<file path="src/sv/lru_block_cache_defines.svh">
// Assertion macros shared by the cache modules.
`ifndef LRU_BLOCK_CACHE_DEFINES_SVH
`define LRU_BLOCK_CACHE_DEFINES_SVH
`ifndef SYNTHESIS
`define LBC_ASSERT(label, clk, rst_n, prop, msg) \
	label: assert property (@(posedge clk) disable iff (!rst_n) prop) else $error(msg);
`define LBC_ASSERT_NEVER(label, clk, rst_n, cond, msg) \
	label: assert property (@(posedge clk) disable iff (!rst_n) !(cond)) else $error(msg);
`else
`define LBC_ASSERT(label, clk, rst_n, prop, msg)
`define LBC_ASSERT_NEVER(label, clk, rst_n, cond, msg)
`endif
`endif

</file>
<file path="src/sv/lbc_pkg.sv">
package lbc_pkg;
	localparam int ENTRIES_DEF = 64;
	localparam int BLOCK_BYTES_DEF = 256;
	localparam int DISKS_DEF = 16;

	localparam logic [1:0] MODE_LOOKUP = 2'd0;
	localparam logic [1:0] MODE_INSERT = 2'd1;
	localparam logic [1:0] MODE_UPDATE = 2'd2;
	localparam logic [1:0] MODE_BAD = 2'd3;

	localparam logic [1:0] ST_OK = 2'd0;
	localparam logic [1:0] ST_MISS = 2'd1;
	localparam logic [1:0] ST_DUP = 2'd2;
	localparam logic [1:0] ST_OFF = 2'd3;

	localparam logic [1:0] PH_IDLE = 2'd0;
	localparam logic [1:0] PH_FILL = 2'd1;
	localparam logic [1:0] PH_DUP = 2'd2;
	localparam logic [1:0] PH_BAD = 2'd3;

	localparam logic [0:0] REG_ENABLE = 1'd0;
	localparam logic [0:0] REG_ENTRIES = 1'd1;

	typedef struct packed {
		logic [1:0]  mode;
		logic [3:0]  disk;
		logic [7:0]  block;
		logic [4:0]  word_index;
		logic [63:0] data_word;
	} req_t;

	typedef struct packed {
		logic [1:0]  status;
		logic [63:0] data_word_res;
		logic [4:0]  word_index_res;
		logic        last;
		logic [31:0] hit_count;
		logic [31:0] query_count;
	} res_t;
endpackage

</file>
<file path="src/sv/lbc_front.sv">
module lbc_front #(
	parameter int DEPTH = 4
) (
	input  logic          clk,
	input  logic          arst_n,
	input  logic          push,
	output logic          full,
	input  lbc_pkg::req_t req,
	input  logic          take,
	output logic          avail,
	output lbc_pkg::req_t head
);
	localparam int AW = $clog2(DEPTH);
	lbc_pkg::req_t buf_q [DEPTH];
	logic [AW-1:0] wp_q, rp_q;
	logic [AW:0]   cnt_q;

	assign full  = (cnt_q == (AW+1)'(DEPTH));
	assign avail = (cnt_q != '0);
	assign head  = buf_q[rp_q];

	always_ff @(posedge clk) begin
		if (push && !full) buf_q[wp_q] <= req;
	end

	always_ff @(posedge clk or negedge arst_n) begin
		if (!arst_n) begin
			wp_q <= '0;
			rp_q <= '0;
			cnt_q <= '0;
		end else begin
			if (push && !full) wp_q <= wp_q + 1'b1;
			if (take && avail) rp_q <= rp_q + 1'b1;
			cnt_q <= cnt_q + (AW+1)'(push && !full) - (AW+1)'(take && avail);
		end
	end

	`include "lru_block_cache_defines.svh"
	`LBC_ASSERT_NEVER(a_cnt_range, clk, arst_n, cnt_q > (AW+1)'(DEPTH), "queue overfilled")
	`LBC_ASSERT_NEVER(a_take_empty, clk, arst_n, take && !avail, "take from empty queue")
	`LBC_ASSERT(a_full_cnt, clk, arst_n, full |-> cnt_q == (AW+1)'(DEPTH), "full mismatch")
endmodule

</file>
<file path="config.mk">
export PLATFORM = sky130hd
export DESIGN_NAME = lbc_front
export DESIGN_NICKNAME = d
export VERILOG_FILES = /design/src/sv/lbc_pkg.sv /design/src/sv/lbc_front.sv
export VERILOG_INCLUDE_DIRS = /design/src /design/src/sv
export SDC_FILE = /design/constraint.sdc
export NUM_CORES = 1
export LEC_CHECK = 0
export BUFFER_PORTS_ARGS = -buffer_cell sky130_fd_sc_hd__buf_2
export CORE_ASPECT_RATIO = 1.1
export CORE_MARGIN = 2
export CORE_UTILIZATION = 45
export CTS_CLUSTER_DIAMETER = 80
export CTS_CLUSTER_SIZE = 12
export DETAILED_ROUTE_END_ITERATION = 7
export PLACE_DENSITY = 0.68
export SETUP_SLACK_MARGIN = 0.02
export SLEW_MARGIN = 10
export SYNTH_ARGS = -nofsm -noshare
export SYNTH_HDL_FRONTEND = slang
export SYNTH_SLANG_ARGS = --single-unit
</file>
<file path="constraint.sdc">
create_clock -name clk -period 3.06 [get_ports clk]
set_input_delay 0.153 -clock clk [delete_from_list [all_inputs] [get_ports clk]]
set_output_delay 0.153 -clock clk [all_outputs]
set_load 0.005 [all_outputs]
</file>
==> impl_metrics.env, run 1 <==
export IMPL_totalPowerFinal_mw=14.0
export IMPL_timing_final_crit_period_ns=2.39
export IMPL_min_path_cells=2
export IMPL_setup_violations=0
export IMPL_detailroute_wirelength_met2_um=12800
export IMPL_syn_to_final_growth_pct=25.2
export IMPL_antenna_found_initial=3
export IMPL_r2r_cells=9
export IMPL_critPathRequiredTime_ns=3.42
export IMPL_grt_first_pass_wirelength_um=36200
export IMPL_global_route_overflow_total=0
export IMPL_area_of_the_die_um2=29100
export IMPL_p_leak_nw=5.37
export IMPL_io_buffer_count=171
export IMPL_final_hold_violation_count=0
export IMPL_via_count_of_the_first_global_routing_pass=6558
export IMPL_cts_hold_buffers_added=88
export IMPL_clkTransAtPathRegs_ns=0.06
export IMPL_worst_setup_path_type="reg -> reg"
export IMPL_via_per_inst=5.24
export IMPL_routed_wl_met3_um=1270
export IMPL_synth_area_per_cell_um2=26.4
export IMPL_drt_pre_antenna_iters=6
export IMPL_number_of_nets_still_failing_antenna_checks_after_routing=0
export IMPL_layout_cells_most_common_list="sky130_fd_sc_hd__edfxtp_1, sky130_fd_sc_hd__buf_2, sky130_fd_sc_hd__dlygate4sd3_1"
export IMPL_die_width_um=163
export IMPL_max_slew_margin_rel=0.530
export IMPL_cts_buffer_depth=3
export IMPL_rsz0062_at_grt="false"
export IMPL_final_max_slew_viol_count=0
export IMPL_placeableCoreArea_um2=27100
export IMPL_die_height_um=179
export IMPL_aggregate_global_route_resource_usage=0.166
export IMPL_postSynthNetCount=568
export IMPL_cts_htree_levels=2
export IMPL_p_per_area_nw_per_um2=895
export IMPL_top_level_ports=172
export IMPL_proportion_of_layout_cells_with_a_drive_suffix_above_1=0.406
export IMPL_clock_fmax_mhz=418
export IMPL_yosys_register_bits=339
export IMPL_post_cts_repair_setup_buffers=0
export IMPL_placer_s_final_routability_congestion_estimate=0.752
export IMPL_min_path_type="in -> reg"
export IMPL_power_ir_vdd_worst_v=0.000492
export IMPL_wl_met1_um=9290
export IMPL_postCtsResizedCells=0
export IMPL_vias=5923
export IMPL_crit_arrival_ns=2.76
export IMPL_detail_route_wirelength_um=23900
export IMPL_layout_commonest_cell="sky130_fd_sc_hd__edfxtp_1"
export IMPL_post_drt_wl_per_cell_um=21.1
export IMPL_timing_critical_path_fanout_max=8
export IMPL_detailed_place_hpwl_um=14400
export IMPL_maxUsedRoutingLayer="met4"
export IMPL_timing_setup_tns_ns=0
export IMPL_crit_path_end_kind="flop"
export IMPL_syn_instance_count=474
export IMPL_finClkSkew_ns=0.0161
export IMPL_cts_sink_count=339
export IMPL_run_status="finished, final reports clean"
export IMPL_number_of_placement_rows=63
export IMPL_yosys_synthesis_warning_count=0
export IMPL_nets=859
export IMPL_detailedRoute_firstIterationViolations=324
export IMPL_cap_violations=0
export IMPL_root_buffer="sky130_fd_sc_hd__clkbuf_16"
export IMPL_tritoncts="done"
export IMPL_grt_start_max_net_pins=51
export IMPL_final_period_utilization=0.783
export IMPL_netlist_area_um2=12500
export IMPL_kind_of_start_point_of_the_critical_path="flop"
export IMPL_floorplan_initialDensity=0.461
export IMPL_worst_skew_late_latency_ns=0.50
export IMPL_drc=0
export IMPL_cts_inserted_buffers=34
export IMPL_timing_worst_slew_pin_value_ns=0.705
export IMPL_synthDistinctLibCells=22
export IMPL_yosysSeqAreaShare=0.812
==> per-layer routing <==
| metal | track usage | vias up |
|---|---|---|
| li1 | - | 2617 |
| met1 | 0.203 | 3073 |
| met2 | 0.298 | 184 |
| met3 | 0.0338 | 49 |
| met4 | 0.0542 | 0 |
| met5 | 0 | - |
==> area by class of cell <==
class / instances / area [um2]
inverters: 5 / 18.8
diodes: 3 / 7.51
repair buffers: 274 / 1950
well taps: 357 / 447
fillers: 2014 / 11500
flip-flops and latches: 339 / 10200
clock buffers: 40 / 895
multi-input cells: 111 / 2150
clock inverters: 2 / 20.0
==> Yosys cell counts <==
master | count | area, um2
sky130_fd_sc_hd__edfxtp_1 | 332 | 9970
sky130_fd_sc_hd__buf_4 | 3 | 22.5
sky130_fd_sc_hd__buf_6 | 1 | 11.3
sky130_fd_sc_hd__nand2b_1 | 4 | 25.0
sky130_fd_sc_hd__ha_1 | 6 | 75.1
sky130_fd_sc_hd__and3b_1 | 4 | 35.0
sky130_fd_sc_hd__o211ai_1 | 2 | 15.0
sky130_fd_sc_hd__mux4_2 | 83 | 1870
sky130_fd_sc_hd__nand4bb_1 | 2 | 22.5
sky130_fd_sc_hd__o311ai_0 | 1 | 8.76
sky130_fd_sc_hd__fa_1 | 1 | 20.0
sky130_fd_sc_hd__buf_12 | 6 | 120
sky130_fd_sc_hd__nand2_1 | 1 | 3.75
sky130_fd_sc_hd__o31a_1 | 1 | 8.76
sky130_fd_sc_hd__buf_2 | 7 | 35.0
sky130_fd_sc_hd__nor3b_2 | 1 | 12.5
sky130_fd_sc_hd__clkbuf_1 | 2 | 7.51
sky130_fd_sc_hd__xor2_1 | 1 | 8.76
sky130_fd_sc_hd__inv_1 | 5 | 18.8
sky130_fd_sc_hd__or3_1 | 1 | 6.26
sky130_fd_sc_hd__dfrtp_1 | 7 | 175
sky130_fd_sc_hd__xnor2_1 | 3 | 26.3
==> flip-flops by register name (all words and copies together) (netlist names) <==
name	count
cnt_q	3
rp_q	2
wp_q	2
buf_q	332
==> worst paths after layout <==
check / startpoint / to / slack [ns]
worst max-delay path: cnt_q[1] / cnt_q[2] / 0.67
worst min-delay path: req[7] / buf_q[0][7] / 0.41
worst max register to register: cnt_q[1] / cnt_q[2] / 0.67
worst min register to register: wp_q[1] / wp_q[1] / 0.62
max in group asynchronous: arst_n / wp_q[1] / 1.78
min in group asynchronous: arst_n / cnt_q[0] / 0.55
==> critical path, cell delays in order (launching register included) <==
cell and delay [ns]:
sky130_fd_sc_hd__dfrtp_1 0.48, sky130_fd_sc_hd__nor3b_2 0.46, sky130_fd_sc_hd__nand2b_1 0.18, sky130_fd_sc_hd__ha_1 0.22, sky130_fd_sc_hd__inv_1 0.06, sky130_fd_sc_hd__ha_1 0.14, sky130_fd_sc_hd__inv_1 0.06, sky130_fd_sc_hd__fa_1 0.40
sky130_fd_sc_hd__xnor2_1 0.14, sky130_fd_sc_hd__xnor2_1 0.13
==> per-stage QoR <==
stage	std cells	utilization	setup WS [ns]	hold slack [ns]	instance area, um2
2_1_floorplan	474	-	0.864	-0.143	12500
3_3_place_gp	998	0.510	0.838	-0.00895	13800
3_5_place_dp	998	0.510	0.686	-0.00149	13800
4_1_cts	1128	0.577	0.628	0.382	15600
5_1_grt	1130	0.577	0.473	0.402	15600
6_report	1131	0.577	0.665	0.407	15600
==> power breakdown <==
group	internal [mW]	total, mW	switching [mW]	leakage, nW
logic	2.03	3.92	1.89	1.80
clock network	2.05	3.59	1.54	0.448
registers	6.12	6.48	0.358	3.12
total	10.2	14.0	3.79	5.37
==> cell families (layout without fill, tap and decap cells) <==
kind of cell / after synthesis / count (layout) / synth area share
DFF: 339 / 339 / 0.812
muxes: 83 / 83 / 0.150
buffers and inverters: 24 / 321 / 0.0172
and+or+nand+nor: 13 / 13 / 0.00841
adders and majority gates: 7 / 7 / 0.00761
AOI/OAI and AO/OA: 4 / 4 / 0.00260
xor gates and xnor gates: 4 / 4 / 0.00280
other: 0 / 3 / 0
Note: power is estimated with default switching activity, not from simulation.
==> run 2, diff against run 1 <==
ABC_AREA = 1   (was not set)
clock period = 2 ns   (was 3.06 ns; I/O delays follow)
==> run 2 against run 1 <==
Effect of this change:
- the run now ends with negative setup slack left
- largest power group unchanged
- register-to-register slack worse by 0.62 ns
- sequential share of layout area down 6.4 points
- highest routed layer unchanged
- flip-flop and latch count unchanged
- clock-buffer cell count up 7
- first-iteration DRC count up 110%
==> impl_metrics.env, run 2 <==
export IMPL_drt_pre_antenna_iters=5
export IMPL_worst_setup_path_type="reg -> out"
export IMPL_clkTransAtPathRegs_ns=0.06
export IMPL_placed_cell_area_um2=14800
export IMPL_die_height_um=185
export IMPL_regToRegSetupSlack_ns=0.05
export IMPL_final_hold_violation_count=0
export IMPL_critPathRequiredTime_ns=1.90
export IMPL_worst_r2r_endpoint="cnt_q[1]"
export IMPL_biggestRegsByFlops="buf_q (332), cnt_q (3)"
export IMPL_p_per_area_nw_per_um2=1440
export IMPL_violations="negative setup slack"
export IMPL_nets=1486
export IMPL_yosys_register_bits=339
export IMPL_syn_to_final_growth_pct=29.0
export IMPL_regMostFlops="buf_q"
export IMPL_final_setup_worst_slack_ns=-0.0268
export IMPL_detailedRoute_firstIterationViolations=682
export IMPL_synth_area_per_cell_um2=12.1
export IMPL_cts_buffer_depth=3
export IMPL_max_slew_margin_rel=0.714
export IMPL_cts_htree_levels=2
export IMPL_via_per_inst=5.00
export IMPL_ys_top_cells_by_area="sky130_fd_sc_hd__edfxtp_1, sky130_fd_sc_hd__nand2_1, sky130_fd_sc_hd__nor2_1, sky130_fd_sc_hd__o21ai_0, sky130_fd_sc_hd__inv_1"
export IMPL_top_level_ports=172
export IMPL_grt_start_max_net_pins=59
export IMPL_number_of_placement_rows=66
export IMPL_final_period_utilization=1.01
export IMPL_yosys_top_cell_area_share=0.742
export IMPL_area_of_the_die_um2=31300
export IMPL_number_of_nets_still_failing_antenna_checks_after_routing=0
export IMPL_netlist_area_um2=13400
export IMPL_placer_s_final_routability_congestion_estimate=0.722
export IMPL_preCtsSetupSlack_ns=0.0369
export IMPL_place_inst=1623
export IMPL_layout_cells_most_common_list="sky130_fd_sc_hd__edfxtp_1, sky130_fd_sc_hd__nand2_1, sky130_fd_sc_hd__buf_2"
export IMPL_cts_inserted_buffers=34
export IMPL_netlist_top_cells_count="sky130_fd_sc_hd__edfxtp_1, sky130_fd_sc_hd__nand2_1, sky130_fd_sc_hd__nor2_1"
export IMPL_reg2reg_from="cnt_q[1]"
export IMPL_r2r_cells=10
export IMPL_run_status="complete, but fails checks"
export IMPL_placeableCoreArea_um2=29500
export IMPL_vias=8916
export IMPL_grt_first_pass_wirelength_um=44900
export IMPL_dominantRegCellSynth="sky130_fd_sc_hd__edfxtp_1"
export IMPL_postSynthNetCount=1205
export IMPL_crit_path_end_kind="output pin"
export IMPL_synth_edff_count=332
export IMPL_finClkSkew_ns=0.0138
export IMPL_min_path_type="in -> reg"
export IMPL_design_area_um2=17300
export IMPL_hold_path_end="buf_q[2][74]"
export IMPL_synth_most_common_cell="sky130_fd_sc_hd__edfxtp_1"
export IMPL_rsz0062_at_grt="true"
export IMPL_detail_route_wirelength_um=30700
export IMPL_timing_critical_path_fanout_max=58
export IMPL_synth_async_reset_ratio=0.0206
export IMPL_p_leak_nw=6.95
export IMPL_worst_skew_late_latency_ns=0.51
export IMPL_antenna_found_initial=2
export IMPL_aggregate_global_route_resource_usage=0.186
export IMPL_tritoncts="done"
export IMPL_syn_instance_count=1111
export IMPL_yosysSeqAreaShare=0.755
export IMPL_setup_violations=1
export IMPL_root_buffer="sky130_fd_sc_hd__clkbuf_16"
export IMPL_min_delay_start="req[74]"
export IMPL_detailed_place_hpwl_um=15500
export IMPL_clock_fmax_mhz=493
export IMPL_synthDistinctLibCells=16
export IMPL_cap_violations=0
export IMPL_largest_reg_flops=332
export IMPL_final_max_slew_viol_count=0
export IMPL_min_path_cells=2
export IMPL_cts_sink_count=339
export IMPL_yosys_synthesis_warning_count=0
export IMPL_timing_worst_slew_pin_value_ns=0.429
export IMPL_kind_of_start_point_of_the_critical_path="flop"
export IMPL_fin_worst_hold_slack_ns=0.346
export IMPL_timing_setup_tns_ns=-0.0268
export IMPL_power_ir_vdd_worst_v=0.000966
export IMPL_io_buffer_count=171
export IMPL_via_count_of_the_first_global_routing_pass=8635
export IMPL_post_drt_wl_per_cell_um=17.2
export IMPL_layout_commonest_cell="sky130_fd_sc_hd__edfxtp_1"
export IMPL_proportion_of_layout_cells_with_a_drive_suffix_above_1=0.226
export IMPL_timing_final_crit_period_ns=2.03
export IMPL_die_width_um=169
export IMPL_floorplan_initialDensity=0.456
export IMPL_synth_largest_area_cell="sky130_fd_sc_hd__edfxtp_1"
export IMPL_drc=0
export IMPL_crit_arrival_ns=1.93
export IMPL_instances_no_fill=1783
export IMPL_global_route_overflow_total=0
-- run 2: layout make-up --
type	instances	area, um2
Timing Repair inverter	1	8.76
Clock buffer	47	900
Inverter	100	409
Tap cell	374	468
Timing Repair Buffer	299	2510
Clock inverter	4	45.0
Multi-Input combinational cell	617	2840
Sequential cell	339	10100
Antenna cell	2	5.00
Fill cell	2244	12100
-- run 2: how the worst max path moves through the flow --
stage | start | end | cells past startpoint
2_1_floorplan | cnt_q[1] | buf_q[0][0] | 4
3_3_place_gp | cnt_q[0] | cnt_q[2] | 11
3_5_place_dp | cnt_q[0] | cnt_q[2] | 11
4_1_cts | rp_q[0] | head[6] | 6
5_1_grt | rp_q[0] | head[17] | 6
6_report | rp_q[0] | head[17] | 6
-- run 2: critical path, stage by stage (launching register included) --
cell and delay [ns]:
sky130_fd_sc_hd__dfrtp_4 0.56, sky130_fd_sc_hd__buf_16 0.28, sky130_fd_sc_hd__nor2_1 0.08, sky130_fd_sc_hd__nor2_1 0.12, sky130_fd_sc_hd__o21ai_0 0.12, sky130_fd_sc_hd__nand2_1 0.11
sky130_fd_sc_hd__buf_2 0.12
-- run 2: kinds of logic (layout without fill, tap and decap cells) --
family,after synthesis,in the layout,synth area share
AO/OA/AOI/OAI,166,166,0.0618
adder cells (fa/ha/maj),7,7,0.00707
buffers and inverters,155,451,0.0519
flip-flops,339,339,0.755
other,0,2,0
AND/OR/NAND/NOR,444,444,0.124
-- run 2: what timing repair did --
item                                    4_1_cts  5_1_grt
hold endpoints to repair                    343        0
pin swaps                                     1       18
gates resized for setup                      23       80
endpoints found under the setup margin       55       84
buffers inserted                              2        3
gates cloned                                  5       10
hold buffers                                 87        0
-- run 2: power breakdown --
part           switching, mW  internal [mW]  total (mW)
Clock                   2.46           3.14        5.60
Combinational           5.75           3.94        9.69
Sequential             0.391           9.34        9.73
Total                   8.60           16.4        25.0
-- run 2: metrics by stage --
| step | total power, mW | util |
|---|---|---|
| CTS | 24.2 | 0.574 |
| floorplan | 14.6 | - |
| detailed placement | 17.7 | 0.504 |
| global route | 26.6 | 0.588 |
| finish | 25.0 | 0.588 |
| global placement | 17.5 | 0.504 |
-- run 2: metal layers --
layer,wire (um),vias to the layer above,GRT usage
met4,556,0,0.0555
met3,1740,39,0.0359
li1,-,4301,-
met2,15800,286,0.338
met1,12700,4290,0.226
met5,0,-,0
